<file path="src/sv/krls_pkg.sv">
`timescale 1ns / 1ps
package krls_pkg;

  typedef enum logic [1:0] {
    PH_IDLE,
    PH_DEBOUNCE,
    PH_PRESSED,
    PH_REPEAT
  } key_phase_t;

  localparam int unsigned CFG_IDX_W  = 3;
  localparam int unsigned CFG_DATA_W = 10;

  localparam logic [CFG_IDX_W-1:0] CFG_LONG_PRESS  = 3'd0;
  localparam logic [CFG_IDX_W-1:0] CFG_REPEAT      = 3'd1;
  localparam logic [CFG_IDX_W-1:0] CFG_LEVEL_STEP  = 3'd2;
  localparam logic [CFG_IDX_W-1:0] CFG_LEVEL_MAX   = 3'd3;
  localparam logic [CFG_IDX_W-1:0] CFG_ANGLE_STEP  = 3'd4;

  localparam logic [9:0]  LONG_PRESS_RST = 10'd50;
  localparam logic [9:0]  REPEAT_RST     = 10'd10;
  localparam logic [6:0]  LEVEL_STEP_RST = 7'd5;
  localparam logic [6:0]  LEVEL_MAX_RST  = 7'd100;
  localparam logic [7:0]  ANGLE_STEP_RST = 8'd90;
  localparam logic [6:0]  LEVEL_RST      = 7'd50;
  localparam logic [7:0]  ANGLE_RST      = 8'd90;

  localparam logic [7:0]  ANGLE_LIMIT    = 8'd180;
  localparam logic [11:0] PULSE_BASE     = 12'd500;
  // angle*2000/180 == floor(angle * 1456400 / 2^17) for angle in 0..180
  localparam logic [20:0] PULSE_MUL      = 21'd1456400;

  typedef struct packed {
    logic inc_key_down;
    logic dec_key_down;
  } in_t;

  typedef struct packed {
    logic [6:0]  level;
    logic [7:0]  servo_angle;
    logic [11:0] pulse_us;
    logic        inc_action;
    logic        dec_action;
  } out_t;

  typedef struct packed {
    logic [9:0] long_press_ticks;
    logic [9:0] repeat_ticks;
    logic [6:0] level_step;
    logic [6:0] level_max;
    logic [7:0] angle_step;
  } cfg_t;

  typedef struct packed {
    logic lvl;
    logic ang;
  } key_evt_t;

endpackage

</file>
<file path="src/sv/krls_key.sv">
`timescale 1ns / 1ps
module krls_key import krls_pkg::*; (
  input  logic       clk,
  input  logic       rst,
  input  logic       en,
  input  logic       down,
  input  logic [9:0] long_press_ticks,
  input  logic [9:0] repeat_ticks,
  output key_evt_t   evt
);

  key_phase_t phase, phase_next;
  logic [9:0] hold_count, hold_count_next;
  logic [9:0] repeat_count, repeat_count_next;
  logic [9:0] hold_inc, repeat_inc;
  logic       repeat_hit;

  assign hold_inc   = hold_count + 10'd1;
  assign repeat_inc = repeat_count + 10'd1;
  assign repeat_hit = repeat_inc >= repeat_ticks;

  always_comb begin
    phase_next        = phase;
    hold_count_next   = hold_count;
    repeat_count_next = repeat_count;
    case (phase)
      PH_IDLE: begin
        if (down) phase_next = PH_DEBOUNCE;
      end
      PH_DEBOUNCE: begin
        if (down) begin
          hold_count_next = '0;
          phase_next      = PH_PRESSED;
        end else begin
          phase_next = PH_IDLE;
        end
      end
      PH_PRESSED: begin
        if (down) begin
          hold_count_next = hold_inc;
          if (hold_inc >= long_press_ticks) begin
            repeat_count_next = '0;
            phase_next        = PH_REPEAT;
          end
        end else begin
          phase_next = PH_IDLE;
        end
      end
      PH_REPEAT: begin
        if (down) begin
          repeat_count_next = repeat_hit ? 10'd0 : repeat_inc;
        end else begin
          phase_next = PH_IDLE;
        end
      end
      default: phase_next = PH_IDLE;
    endcase
  end

  always_comb begin
    evt = '0;
    case (phase)
      PH_DEBOUNCE: begin
        evt.lvl = down;
        evt.ang = down;
      end
      PH_REPEAT: begin
        evt.lvl = down && repeat_hit;
      end
      default: evt = '0;
    endcase
  end

  always_ff @(posedge clk) begin
    if (rst) begin
      phase        <= PH_IDLE;
      hold_count   <= '0;
      repeat_count <= '0;
    end else if (en) begin
      phase        <= phase_next;
      hold_count   <= hold_count_next;
      repeat_count <= repeat_count_next;
    end
  end

endmodule

</file>
<file path="src/sv/krls_pos.sv">
`timescale 1ns / 1ps
module krls_pos import krls_pkg::*; (
  input  logic        clk,
  input  logic        rst,
  input  logic        en,
  input  cfg_t        cfg,
  input  key_evt_t    dec_evt,
  input  key_evt_t    inc_evt,
  output logic [6:0]  level_next,
  output logic [7:0]  angle_next,
  output logic [11:0] pulse_next
);

  logic [6:0]  level;
  logic [7:0]  angle;
  logic [6:0]  level_dec;
  logic [7:0]  angle_dec;
  logic [7:0]  level_sum;
  logic [8:0]  angle_sum;
  logic [28:0] pulse_prod;

  // decrease key first
  always_comb begin
    level_dec = level;
    angle_dec = angle;
    if (dec_evt.lvl) begin
      level_dec = (level >= cfg.level_step) ? level - cfg.level_step : 7'd0;
    end
    if (dec_evt.ang) begin
      angle_dec = (angle < cfg.angle_step) ? 8'd0 : angle - cfg.angle_step;
    end
  end

  assign level_sum = {1'b0, level_dec} + {1'b0, cfg.level_step};
  assign angle_sum = {1'b0, angle_dec} + {1'b0, cfg.angle_step};

  always_comb begin
    level_next = level_dec;
    angle_next = angle_dec;
    if (inc_evt.lvl) begin
      level_next = (level_sum <= {1'b0, cfg.level_max}) ? level_sum[6:0] : cfg.level_max;
    end
    if (inc_evt.ang) begin
      angle_next = (angle_sum > {1'b0, ANGLE_LIMIT}) ? ANGLE_LIMIT : angle_sum[7:0];
    end
  end

  assign pulse_prod = 29'(angle_next) * 29'(PULSE_MUL);
  assign pulse_next = PULSE_BASE + pulse_prod[28:17];

  always_ff @(posedge clk) begin
    if (rst) begin
      level <= LEVEL_RST;
      angle <= ANGLE_RST;
    end else if (en) begin
      level <= level_next;
      angle <= angle_next;
    end
  end

endmodule

</file>
<file path="src/sv/key_repeat_level_servo_control.sv">
`timescale 1ns / 1ps
// Pipeline: a word accepted into the input register (s1_data) has its result
// registered into out_data when the input stage advances.
// Throughput: one word per cycle while results are taken; a stalled result
// holds one more word in the input register before ready drops.
// Reset (rst, synchronous): both keys idle, counts zero, level 50, angle 90,
// registers back to their defaults, no result pending.
module key_repeat_level_servo_control import krls_pkg::*; (
  input  logic                  clk,
  input  logic                  rst,
  input  logic                  cfg_we,
  input  logic [CFG_IDX_W-1:0]  cfg_index,
  input  logic [CFG_DATA_W-1:0] cfg_data,
  input  logic                  in_valid,
  output logic                  in_ready,
  input  in_t                   in_data,
  output logic                  out_valid,
  input  logic                  out_ready,
  output out_t                  out_data
);

  cfg_t        cfg;
  logic        s1_valid;
  in_t         s1_data;
  logic        s1_adv;
  key_evt_t    dec_evt, inc_evt;
  logic [6:0]  level_next;
  logic [7:0]  angle_next;
  logic [11:0] pulse_next;

  always_ff @(posedge clk) begin
    if (rst) begin
      cfg.long_press_ticks <= LONG_PRESS_RST;
      cfg.repeat_ticks     <= REPEAT_RST;
      cfg.level_step       <= LEVEL_STEP_RST;
      cfg.level_max        <= LEVEL_MAX_RST;
      cfg.angle_step       <= ANGLE_STEP_RST;
    end else if (cfg_we) begin
      case (cfg_index)
        CFG_LONG_PRESS: cfg.long_press_ticks <= cfg_data;
        CFG_REPEAT:     cfg.repeat_ticks     <= cfg_data;
        CFG_LEVEL_STEP: cfg.level_step       <= cfg_data[6:0];
        CFG_LEVEL_MAX:  cfg.level_max        <= cfg_data[6:0];
        CFG_ANGLE_STEP: cfg.angle_step       <= cfg_data[7:0];
        default: ;
      endcase
    end
  end

  assign s1_adv   = s1_valid && (!out_valid || out_ready);
  assign in_ready = !s1_valid || !out_valid || out_ready;

  always_ff @(posedge clk) begin
    if (rst) begin
      s1_valid <= 1'b0;
    end else if (in_ready) begin
      s1_valid <= in_valid;
    end
  end

  always_ff @(posedge clk) begin
    if (in_valid && in_ready) s1_data <= in_data;
  end

  krls_key u_dec (
    .clk              (clk),
    .rst              (rst),
    .en               (s1_adv),
    .down             (s1_data.dec_key_down),
    .long_press_ticks (cfg.long_press_ticks),
    .repeat_ticks     (cfg.repeat_ticks),
    .evt              (dec_evt)
  );

  krls_key u_inc (
    .clk              (clk),
    .rst              (rst),
    .en               (s1_adv),
    .down             (s1_data.inc_key_down),
    .long_press_ticks (cfg.long_press_ticks),
    .repeat_ticks     (cfg.repeat_ticks),
    .evt              (inc_evt)
  );

  krls_pos u_pos (
    .clk        (clk),
    .rst        (rst),
    .en         (s1_adv),
    .cfg        (cfg),
    .dec_evt    (dec_evt),
    .inc_evt    (inc_evt),
    .level_next (level_next),
    .angle_next (angle_next),
    .pulse_next (pulse_next)
  );

  always_ff @(posedge clk) begin
    if (rst) begin
      out_valid <= 1'b0;
    end else if (s1_adv) begin
      out_valid <= 1'b1;
    end else if (out_ready) begin
      out_valid <= 1'b0;
    end
  end

  always_ff @(posedge clk) begin
    if (s1_adv) begin
      out_data.level       <= level_next;
      out_data.servo_angle <= angle_next;
      out_data.pulse_us    <= pulse_next;
      out_data.inc_action  <= inc_evt.lvl;
      out_data.dec_action  <= dec_evt.lvl;
    end
  end

endmodule

</file>
<file path="config.mk">
export PLATFORM = sky130hd
export DESIGN_NAME = key_repeat_level_servo_control
export DESIGN_NICKNAME = d
export VERILOG_FILES = /design/src/sv/krls_pkg.sv /design/src/sv/krls_key.sv /design/src/sv/krls_pos.sv /design/src/sv/key_repeat_level_servo_control.sv
export SDC_FILE = /design/constraint.sdc
export NUM_CORES = 1
export LEC_CHECK = 0
export BUFFER_PORTS_ARGS = -buffer_cell sky130_fd_sc_hd__buf_4
export CAP_MARGIN = 20
export CORE_ASPECT_RATIO = 0.9
export CORE_MARGIN = 10
export CORE_UTILIZATION = 40
export DETAILED_ROUTE_END_ITERATION = 8
export MAX_ROUTING_LAYER = met4
export PLACE_DENSITY = 0.58
export SLEW_MARGIN = 15
export SYNTH_ARGS = -nofsm -noshare
export SYNTH_HDL_FRONTEND = slang
export SYNTH_SLANG_ARGS = --single-unit
export TNS_END_PERCENT = 10
</file>
<file path="constraint.sdc">
create_clock -name clk -period 17.7 [get_ports clk]
set_clock_uncertainty 0.1 [all_clocks]
set_input_delay 0.885 -clock clk [delete_from_list [all_inputs] [get_ports clk]]
set_output_delay 0.885 -clock clk [all_outputs]
set_load 0.005 [all_outputs]
</file>
## Word-level counts from Yosys, hierarchy flattened

Index checks and enable logic that the tools add are counted.
Widths: inputs -> output; s select.

| operators by class | value |
|---|---|
| reduce and logical (&&, ||, !) cells | 28 |
| equality and inequality tests | 24 |
| multiply operators | 1 |
| mux-type cells | 42 |
| order comparisons | 8 |
| add/sub/neg operators | 9 |

Operators by type and width:

| kind | number |
|---|---|
| $mux 10 | 12 |
| $pmux 10 s2 | 4 |
| $add 10x1->10 const B | 4 |
| $ge 10x10->1 | 4 |
| $mux 8 | 4 |
| $mux 7 | 4 |
| $mul 8x17->25 const B | 1 |
| $mux 2 | 10 |
| $ne 2x2->1 const B | 10 |
| $pmux 2 s4 | 2 |
| $reduce_and 4->1 | 4 |
| $add 9x12->12 const A | 1 |
| $reduce_and 2->1 | 5 |
| $reduce_and 5->1 | 2 |
| $reduce_bool 2->1 | 5 |
| $add 8x8->9 | 1 |
| $gt 9x8->1 const B | 1 |
| $add 7x7->8 | 1 |
| $eq 2x2->1 const B | 4 |
| $le 8x7->1 | 1 |
| $lt 8x8->1 | 1 |
| $sub 8x8->8 | 1 |
| $ge 7x7->1 | 1 |
| $sub 7x7->7 | 1 |
| other kinds (13) | 28 |

| word-level totals | value |
|---|---|
| output and inout port bits | 31 |
| word-level logic and storage cells | 134 |
| bits in registers | 134 |
| input bits | 20 |

## Depth between registers and ports, before layout

Gate-level depths: netlist of run 1.

| logic depth | value |
|---|---|
| word-level depth | 9 |
| mapped depth | 39 |
| depth with buffers taken out | 39 |

## Modules after synthesis

Synthesis of run 1 repeated with hierarchy kept, for this count alone.

| second synthesis, totals | value |
|---|---|
| cell total of the unflattened synthesis | 1,252 |
| area total of the unflattened synthesis | 11,154.4 um^2 |

Modules (own cells, without submodules):

| module | sequential area each (um^2) | instances | area each (um^2) | cells an instance |
|---|---|---|---|---|
| krls_pos | 300.3 | 1 | 4,753.3 | 585 |
| key_repeat_level_servo_control | 1,811.7 | 1 | 2,727.6 | 202 |
| krls_key at u_inc | 440.4 | 1 | 1,909.3 | 244 |
| krls_key at u_dec | 440.4 | 1 | 1,764.2 | 221 |

## Least setup slack after synthesis of run 1

OpenSTA, ideal clock, no wires.

| path | value |
|---|---|
| kind | reg-to-reg |
| start point | register u_pos.angle[0] |
| end point | register out_data[13] (netlist name) (data pin) |
| setup slack | 9.382 ns |
| arrival time | 7.961 ns |
| data required time | 17.343 ns |
| stages on the path, launching flop included | 35 |
| buffers on the path | 0 |
| period minus slack after synthesis | 8.318 ns |
| setup time | 0.257 ns |
| cells stage by stage | dfxtp_1 > inv_1 > ha_1 > fa_1 > nand2b_1 > a211oi_2 > o21a_4 > inv_1 > o21ai_0 > ha_1 > a211oi_2 > o21ai_2 > o31a_1 > and2_2 > a21oi_1 > inv_1 > o22ai_1 > inv_1 > fa_1 > ha_1 > fa_1 > fa_1 > ha_1 > a21o_1 > a21oi_1 > o21bai_1 > a21oi_1 > o21bai_1 > a21o_1 > a41oi_2 > mux2i_1 > and3_4 > o31ai_1 > a211o_1 > xor2_1 |

| on the way | value |
|---|---|
| longest elaborated chain between the ends | 9 |
| elaborated cells on any way between the ends | 10 |
| those cells by class | add/sub (3); mul (1); order compare (2); mux (4) |

Ends and longest elaborated chain:

| item | RTL line | RTL |
|---|---|---|
| start, declared | krls_pos.sv:15 | `logic [7:0] angle;` |
| start signal, assigned | krls_pos.sv:57 | `angle <= angle_next;` |
| $sub 8x8->8 / $lt 8x8->1 (equally long branches) | krls_pos.sv:30 | `angle_dec = (angle < cfg.angle_step) ? 8'd0 : angle - cfg.angle_step;` |
| $mux 8 | krls_pos.sv:30 |  |
| $mux 8 * | krls_pos.sv:29 | `if (dec_evt.ang) begin` |
| $add 8x8->9 | krls_pos.sv:35 | `assign angle_sum = {1'b0, angle_dec} + {1'b0, cfg.angle_step};` |
| $gt 9x8->1 | krls_pos.sv:44 | `angle_next = (angle_sum > {1'b0, ANGLE_LIMIT}) ? ANGLE_LIMIT : angle_sum[7:0];` |
| $mux 8 | krls_pos.sv:44 |  |
| $mux 8 * | krls_pos.sv:43 | `if (inc_evt.ang) begin` |
| via angle_next[5] | key_repeat_level_servo_control.sv:28 | `logic [7:0] angle_next;` |
| $mul 8x17->25 * | krls_pos.sv:48 | `assign pulse_prod = 29'(angle_next) * 29'(PULSE_MUL);` |
| $add 9x12->12 * | krls_pos.sv:49 | `assign pulse_next = PULSE_BASE + pulse_prod[28:17];` |
| via pulse_next[11] | key_repeat_level_servo_control.sv:29 | `logic [11:0] pulse_next;` |
| end, declared | key_repeat_level_servo_control.sv:19 | `output out_t out_data` |

The timed path passes the listed nets; every way through them passes the cells marked *.
A chain may end at the register's enable or synchronous reset.

## Worst setup path in the final report of run 1

Same ends and word-level chain as after synthesis.

==> key figures, run 1 <==
Run status
  – Status: finished, final reports clean

Floorplan
  – Starting Density: 0.4049
  – Row cnt: 56
  – I/O pin count: 51
  – Die X-Extent: 191.0 um
  – Std-Cell Core Area: 25990 um2
  – Die area: 33210 um2
  – Chip height: 173.9 um

Worst hold path
  – Hold Crit Depth: 2
  – Hold Path Class: reg -> reg
  – WHS Endpoint: cfg[29]
  – Hold Crit Start: cfg[29]

Synthesis
  – Seq/Total Area, Yosys: 0.2843
  – Yosys cell types: 83
  – Top cell type's share of synthesized area: 0.1959
  – Dominant synthesized flop cell: dfxtp_1
  – Netlist Area Pre-Place: 10530 um2
  – Number of flops mapped to enable cells by yosys: 31
  – Count leader, synth: ha_1
  – Synth top area cells: dfxtp_1 (20%), ha_1 (17%), edfxtp_1 (8.8%)
  – Ys async rst share: 0
  – YS warnings: 0
  – Post-synth top area cell: dfxtp_1
  – Post-synthesis net count: 1383
  – Avg Cell Area, Syn: 8.794 um2
  – Post-Syn Instances: 1197
  – Most frequent cells after synthesis: ha_1 (140), nand2_1 (112), inv_1 (111)
  – FF+latch count, synth: 134

Setup path
  – Crit Path Category: reg -> reg
  – Worst Path Arrival: 9.51 ns
  – R2R cell count: 34
  – Crit-path max cell delay: 0.53 ns
  – Critical Path RT: 17.77 ns
  – R2R Path End: out_data[13]
  – Largest fanout on the critical path: 8
  – Worst Setup End Kind: flip-flop
  – CP startpoint kind: flip-flop
  – FF-to-FF setup slack: 8.25 ns
  – Worst R2R Start: u_pos.angle[0]
  – CP max-delay cell: fa_1

GRT
  – Total GRT Usage: 0.1596
  – Pin count of the biggest net entering global routing: 81
  – Vias in the first global route: 8150
  – First-pass GRT wire length: 42270 um
  – Initial antenna violation count: 0
  – Overflow after GRT: 0

Timing
  – Max transition margin: 0.3408
  – Hold Vio Cnt, Final: 0
  – Fmax: 105.9 MHz
  – Final critical-path required period: 9.446 ns
  – RSZ-0062 raised after global routing: no
  – Least-Margin Pin Slew: 0.9812 ns
  – Sum of negative setup slack: 0 ns
  – Final period util: 0.5337
  – Final setup vio count: 0
  – Final Max Slew Viols: 0

CTS
  – PostCTS Resize Cnt: 0
  – CTS tree: yes
  – Hold buffer count at cts: 0
  – Worst-case clock buffer depth: 2
  – Total setup buffers inserted after CTS: 0
  – CTS Root Cell: clkbuf_16
  – Clk_lat worst skew: 0.43 ns
  – CTS Buf Count: 17
  – H-tree level count: 4
  – Clock Pin Slew Worst Setup and Hold Paths: 0.06 ns
  – CTS sink cnt: 134

Drt
  – Drt total wl: 25800 um
  – TritonRoute pass-1 iters: 5
  – First DRT Iteration DRCs: 590
  – Met3 routed WL: 1104 um
  – Drt wl/cell: 16.13 um
  – Drt via density: 5.299
  – Routed via count: 8473
  – WL met2: 11090 um
  – DRC: 0
  – DRT met1 WL: 13020 um
  – DR top layer: met4
  – Final ANT Viol Nets: 0

Pwr
  – Clk pwr share: 0.238
  – Sw Ratio: 0.3949
  – Leakage: 5.655 nW
  – Reg power frac: 0.254
  – Pwr Density: 125.6 nW/um2
  – Pint: 898.4 uW
  – Logic pwr share: 0.508
  – Worst vdd ir: 82.21 uV
  – Switching power: 586.3 uW

Placed design
  – Gp weighted congestion: 0.9053
  – Port buffer count: 50
  – HPWL Detailed: 19670 um

Cells and area
  – Area grow syn2layout: 12.30%
  – Layout Utilization: 0.4548
  – Layout net count: 1424
  – Share of cells above drive strength 1: 0.09512
  – FILL cells: 2551
  – Ant. Diodes: 0

Run
  – Max Cap Viol: 0
sequential cells by signal, summed over array words and instances (netlist names), 7 cells and up:
signal              cells
u_dec.repeat_count     10
u_pos.angle             8
u_inc.repeat_count     10
cfg                    42
u_dec.hold_count       10
u_pos.level             7
u_inc.hold_count       10
out_data               29
cells by family after synthesis:
| family | share of synthesized area |
|---|---|
| XOR/XNOR | 0.05967 |
| flip-flops | 0.2843 |
| AND/OR/NAND/NOR | 0.1615 |
| buffers and inverters | 0.05396 |
| multiplexers | 0.02021 |
| AO/OA/AOI/OAI | 0.2044 |
| adder cells (fa/ha/maj) | 0.2159 |
worst max path at each step:
stage,from,end,slack (ns),cells past startpoint
2_1_floorplan,u_pos.angle[0],out_data[13],9.38,34
3_3_place_gp,u_pos.angle[0],out_data[13],8.33,35
3_5_place_dp,u_pos.angle[0],out_data[13],8.30,34
4_1_cts,u_pos.angle[0],out_data[13],8.25,34
5_1_grt,cfg[1],out_data[13],7.60,38
6_report,u_pos.angle[0],out_data[13],8.25,34
critical path, delay by kind of cell, from the launching register on:
| kind | cells | cell delay, ns |
|---|---|---|
| compound gates | 17 | 3.85 |
| xor+xnor | 1 | 0.15 |
| fa+ha+maj | 8 | 3.14 |
| buf+inv | 4 | 0.53 |
| flops | 1 | 0.34 |
| mux | 1 | 0.36 |
| simple gates | 3 | 0.69 |
final cells by class:
cell class	count	area, um2	share of cell area
multi-input cells	916	6970	0.5897
flip-flops and latches	134	2993	0.2532
clock buffers	22	484.2	0.04096
well taps	348	435.4	0.03683
inverters	113	424.2	0.03588
repair buffers	56	420.4	0.03556
clock inverters	10	93.84	0.007938
per-layer routing:
layer	up-vias	track usage
met3	42	0.02681
met1	3935	0.2178
met2	178	0.2340
met5	-	-
li1	4318	-
met4	0	0.05246
power groups by stage:
stage / clock, mW / sequential (mW) / combinational [mW]
after detailed placement: 0 / 0.384 / 0.752
after global placement: 0 / 0.384 / 0.755
final: 0.353 / 0.377 / 0.754
after global routing: 0.375 / 0.380 / 0.854
after floorplan: 0 / 0.383 / 0.587
after CTS: 0.361 / 0.377 / 0.759
cell usage in the layout, fill, tap and decap left out, drive strengths merged, types with 39 or more instances in the layout:
cell type  count
a21o          50
a21oi         99
buf           56
dfxtp        103
ha           140
inv          116
nand2        112
nor2          84
o21ai         49
xor2          39
through the flow:
stage / std cells / cell area, um2 / power, mW / hold WS, ns / setup WS [ns]
final: 1599 / 11820 / 1.485 / 0.3579 / 8.254
after global routing: 1599 / 11820 / 1.608 / 0.3798 / 7.604
after CTS: 1599 / 11820 / 1.498 / 0.3588 / 8.251
after detailed placement: 1567 / 11240 / 1.136 / 0.3509 / 8.303
after global placement: 1566 / 11240 / 1.139 / 0.3423 / 8.330
after floorplan: 1197 / 10530 / 0.9703 / 0.3363 / 9.382
Power figures use the tool's default switching activity.
==> inputs of run 2 (changes only) <==
Clock period 17.7 ns to 9.2 ns, I/O delays scaled along.
==> run 2 against run 1 <==
Against the previous run:
- sequential power increased by 92%
- clock power increased by 88%
- first-iteration DRC count is 8.6% higher
- utilization is 0.43 points higher
- design area rose by 0.95%
==> key figures, run 2 (synthesis results as in run 1) <==
Run status
  – Status: finished, final reports clean

GRT
  – Overflow after GRT: 0
  – Total GRT Usage: 0.1618
  – GRT Max-Usage Layer: met2
  – Pin count of the biggest net entering global routing: 82
  – Met1 Usage GRT: 0.2190
  – Vias in the first global route: 8362
  – Met3 GRT Util: 0.03221
  – Met2 GRT Util: 0.2469
  – Initial antenna violation count: 0
  – First-pass GRT wire length: 43280 um

CTS
  – CTS tree: yes
  – Clock Pin Slew Worst Setup and Hold Paths: 0.07 ns
  – Clk_lat worst skew: 0.43 ns
  – Worst-case clock buffer depth: 2
  – CTS sink cnt: 134
  – H-tree level count: 4
  – Hold buffer count at cts: 0
  – CTS Buf Count: 17
  – CTS Root Cell: clkbuf_16

Setup path
  – Worst R2R Start: cfg[1]
  – FF-to-FF setup slack: 0.53 ns
  – R2R cell count: 39
  – Critical Path RT: 9.27 ns
  – R2R Path End: out_data[13]
  – Largest fanout on the critical path: 5
  – Crit Path Category: reg -> reg
  – Worst Setup End Kind: flip-flop
  – CP startpoint kind: flip-flop
  – Crit-path max cell delay: 0.53 ns
  – CP endpoint: out_data[13]
  – Worst Setup SP: cfg[1]
  – Worst Path Arrival: 8.74 ns
  – CP max-delay cell: fa_1

Timing
  – Final Max Slew Viols: 0
  – Hold Slack: 0.1042 ns
  – Hold Vio Cnt, Final: 0
  – Max transition margin: 0.3525
  – RSZ-0062 raised after global routing: no
  – Final setup vio count: 0
  – Final critical-path required period: 8.666 ns
  – Fmax: 115.4 MHz
  – Least-Margin Pin Slew: 0.9638 ns
  – Sum of negative setup slack: 0 ns
  – Final period util: 0.9419

Floorplan
  – Starting Density: 0.4049
  – Chip height: 173.9 um
  – Die X-Extent: 191.0 um
  – Die area: 33210 um2
  – I/O pin count: 51
  – Row cnt: 56
  – Std-Cell Core Area: 25990 um2

Pwr
  – Pwr Density: 239.8 nW/um2
  – Worst vdd ir: 147.5 uV
  – Pwr Total: 2.862 mW
  – Leakage: 5.711 nW

Cells and area
  – Area grow syn2layout: 13.37%
  – Ant. Diodes: 0
  – Commonest non-fill, non-tap cells in the layout: ha_1 (140), nand2_1 (112), inv_1 (110)
  – Layout net count: 1435
  – Final Cell Area: 11930 um2
  – Biggest register: cfg
  – Max reg flops: 42
  – Layout Cells excl Fill: 1610
  – Share of cells above drive strength 1: 0.1101
  – Most common cell after layout, fill and taps aside: ha_1
  – Top flop regs: cfg x42, out_data x29

Placed design
  – Gp weighted congestion: 0.9057
  – HPWL Detailed: 19970 um
  – Port buffer count: 50
  – Post-DP Area: 11310 um2
  – DP Cell Count: 1576

Run
  – Max Cap Viol: 0

Drt
  – TritonRoute pass-1 iters: 5
  – First DRT Iteration DRCs: 641
  – Drt total wl: 26260 um
  – Final ANT Viol Nets: 0
  – Drt wl/cell: 16.31 um
  – Routed via count: 8528
  – Drt via density: 5.297
  – DRC: 0

Worst hold path
  – Hold Path Class: in -> reg
[run 2: cell count changes in the layout (fill, tap and decap cells not counted), sizes merged]
cell      change
inv           +7
clkinvlp      -1
clkbuf        -5
buf          +11
bufinv        -1
[run 2: power by group]
part / leakage [nW] / internal [mW] / switching [mW]
Clock: 0.275 / 0.357 / 0.306
Sequential: 1.12 / 0.705 / 0.0187
Combinational: 4.31 / 0.640 / 0.837
Total: 5.71 / 1.70 / 1.16
[run 2: final cells by class]
| cell class | instances | area, um2 |
|---|---|---|
| multi-input combinational | 916 | 7018 |
| clock buffer | 17 | 425.4 |
| sequential | 134 | 2993 |
| fill | 2520 | 14060 |
| tap | 348 | 435.4 |
| timing repair buffer | 67 | 503.0 |
| inverter | 113 | 424.2 |
| clock inverter | 15 | 135.1 |
[run 2: stage by stage]
step / worst slack, ns / util
6_report: 0.5344 / 0.4591
2_1_floorplan: 0.8822 / -
3_5_place_dp: 0.002928 / 0.4351
3_3_place_gp: 0.2366 / 0.4348
5_1_grt: 0.01414 / 0.4591
4_1_cts: 0.004253 / 0.4569
[run 2: critical path: cells and delay by family, from the launching register on]
family,cells,cell delay (ns)
compound gates,20,3.48
xor+xnor,3,0.45
fa+ha+maj,7,2.85
buf+inv,5,0.41
flops,1,0.47
simple gates,4,0.63
[run 2: worst min path at each step]
stage          slack [ns]          to       start  cells past startpoint
2_1_floorplan        0.34     cfg[24]     cfg[24]                      2
3_3_place_gp         0.34     cfg[27]     cfg[27]                      2
3_5_place_dp         0.35     cfg[40]     cfg[40]                      2
4_1_cts              0.09  s1_data[0]  in_data[0]                      1
5_1_grt              0.09  s1_data[1]  in_data[1]                      1
6_report             0.10  s1_data[0]  in_data[0]                      1
[run 2: timing repair]
item / 4_1_cts / 5_1_grt
endpoints found under the setup margin: 1 / 6
gates resized for setup: 1 / 14
setup buffers: 0 / 2
pin swaps: 0 / 1
[run 2: metal layers]
layer  share of wire  vias up
met5               0        -
met1            0.50     4038
met2            0.45      144
li1                -     4330
met3           0.041       16
met4          0.0090        0
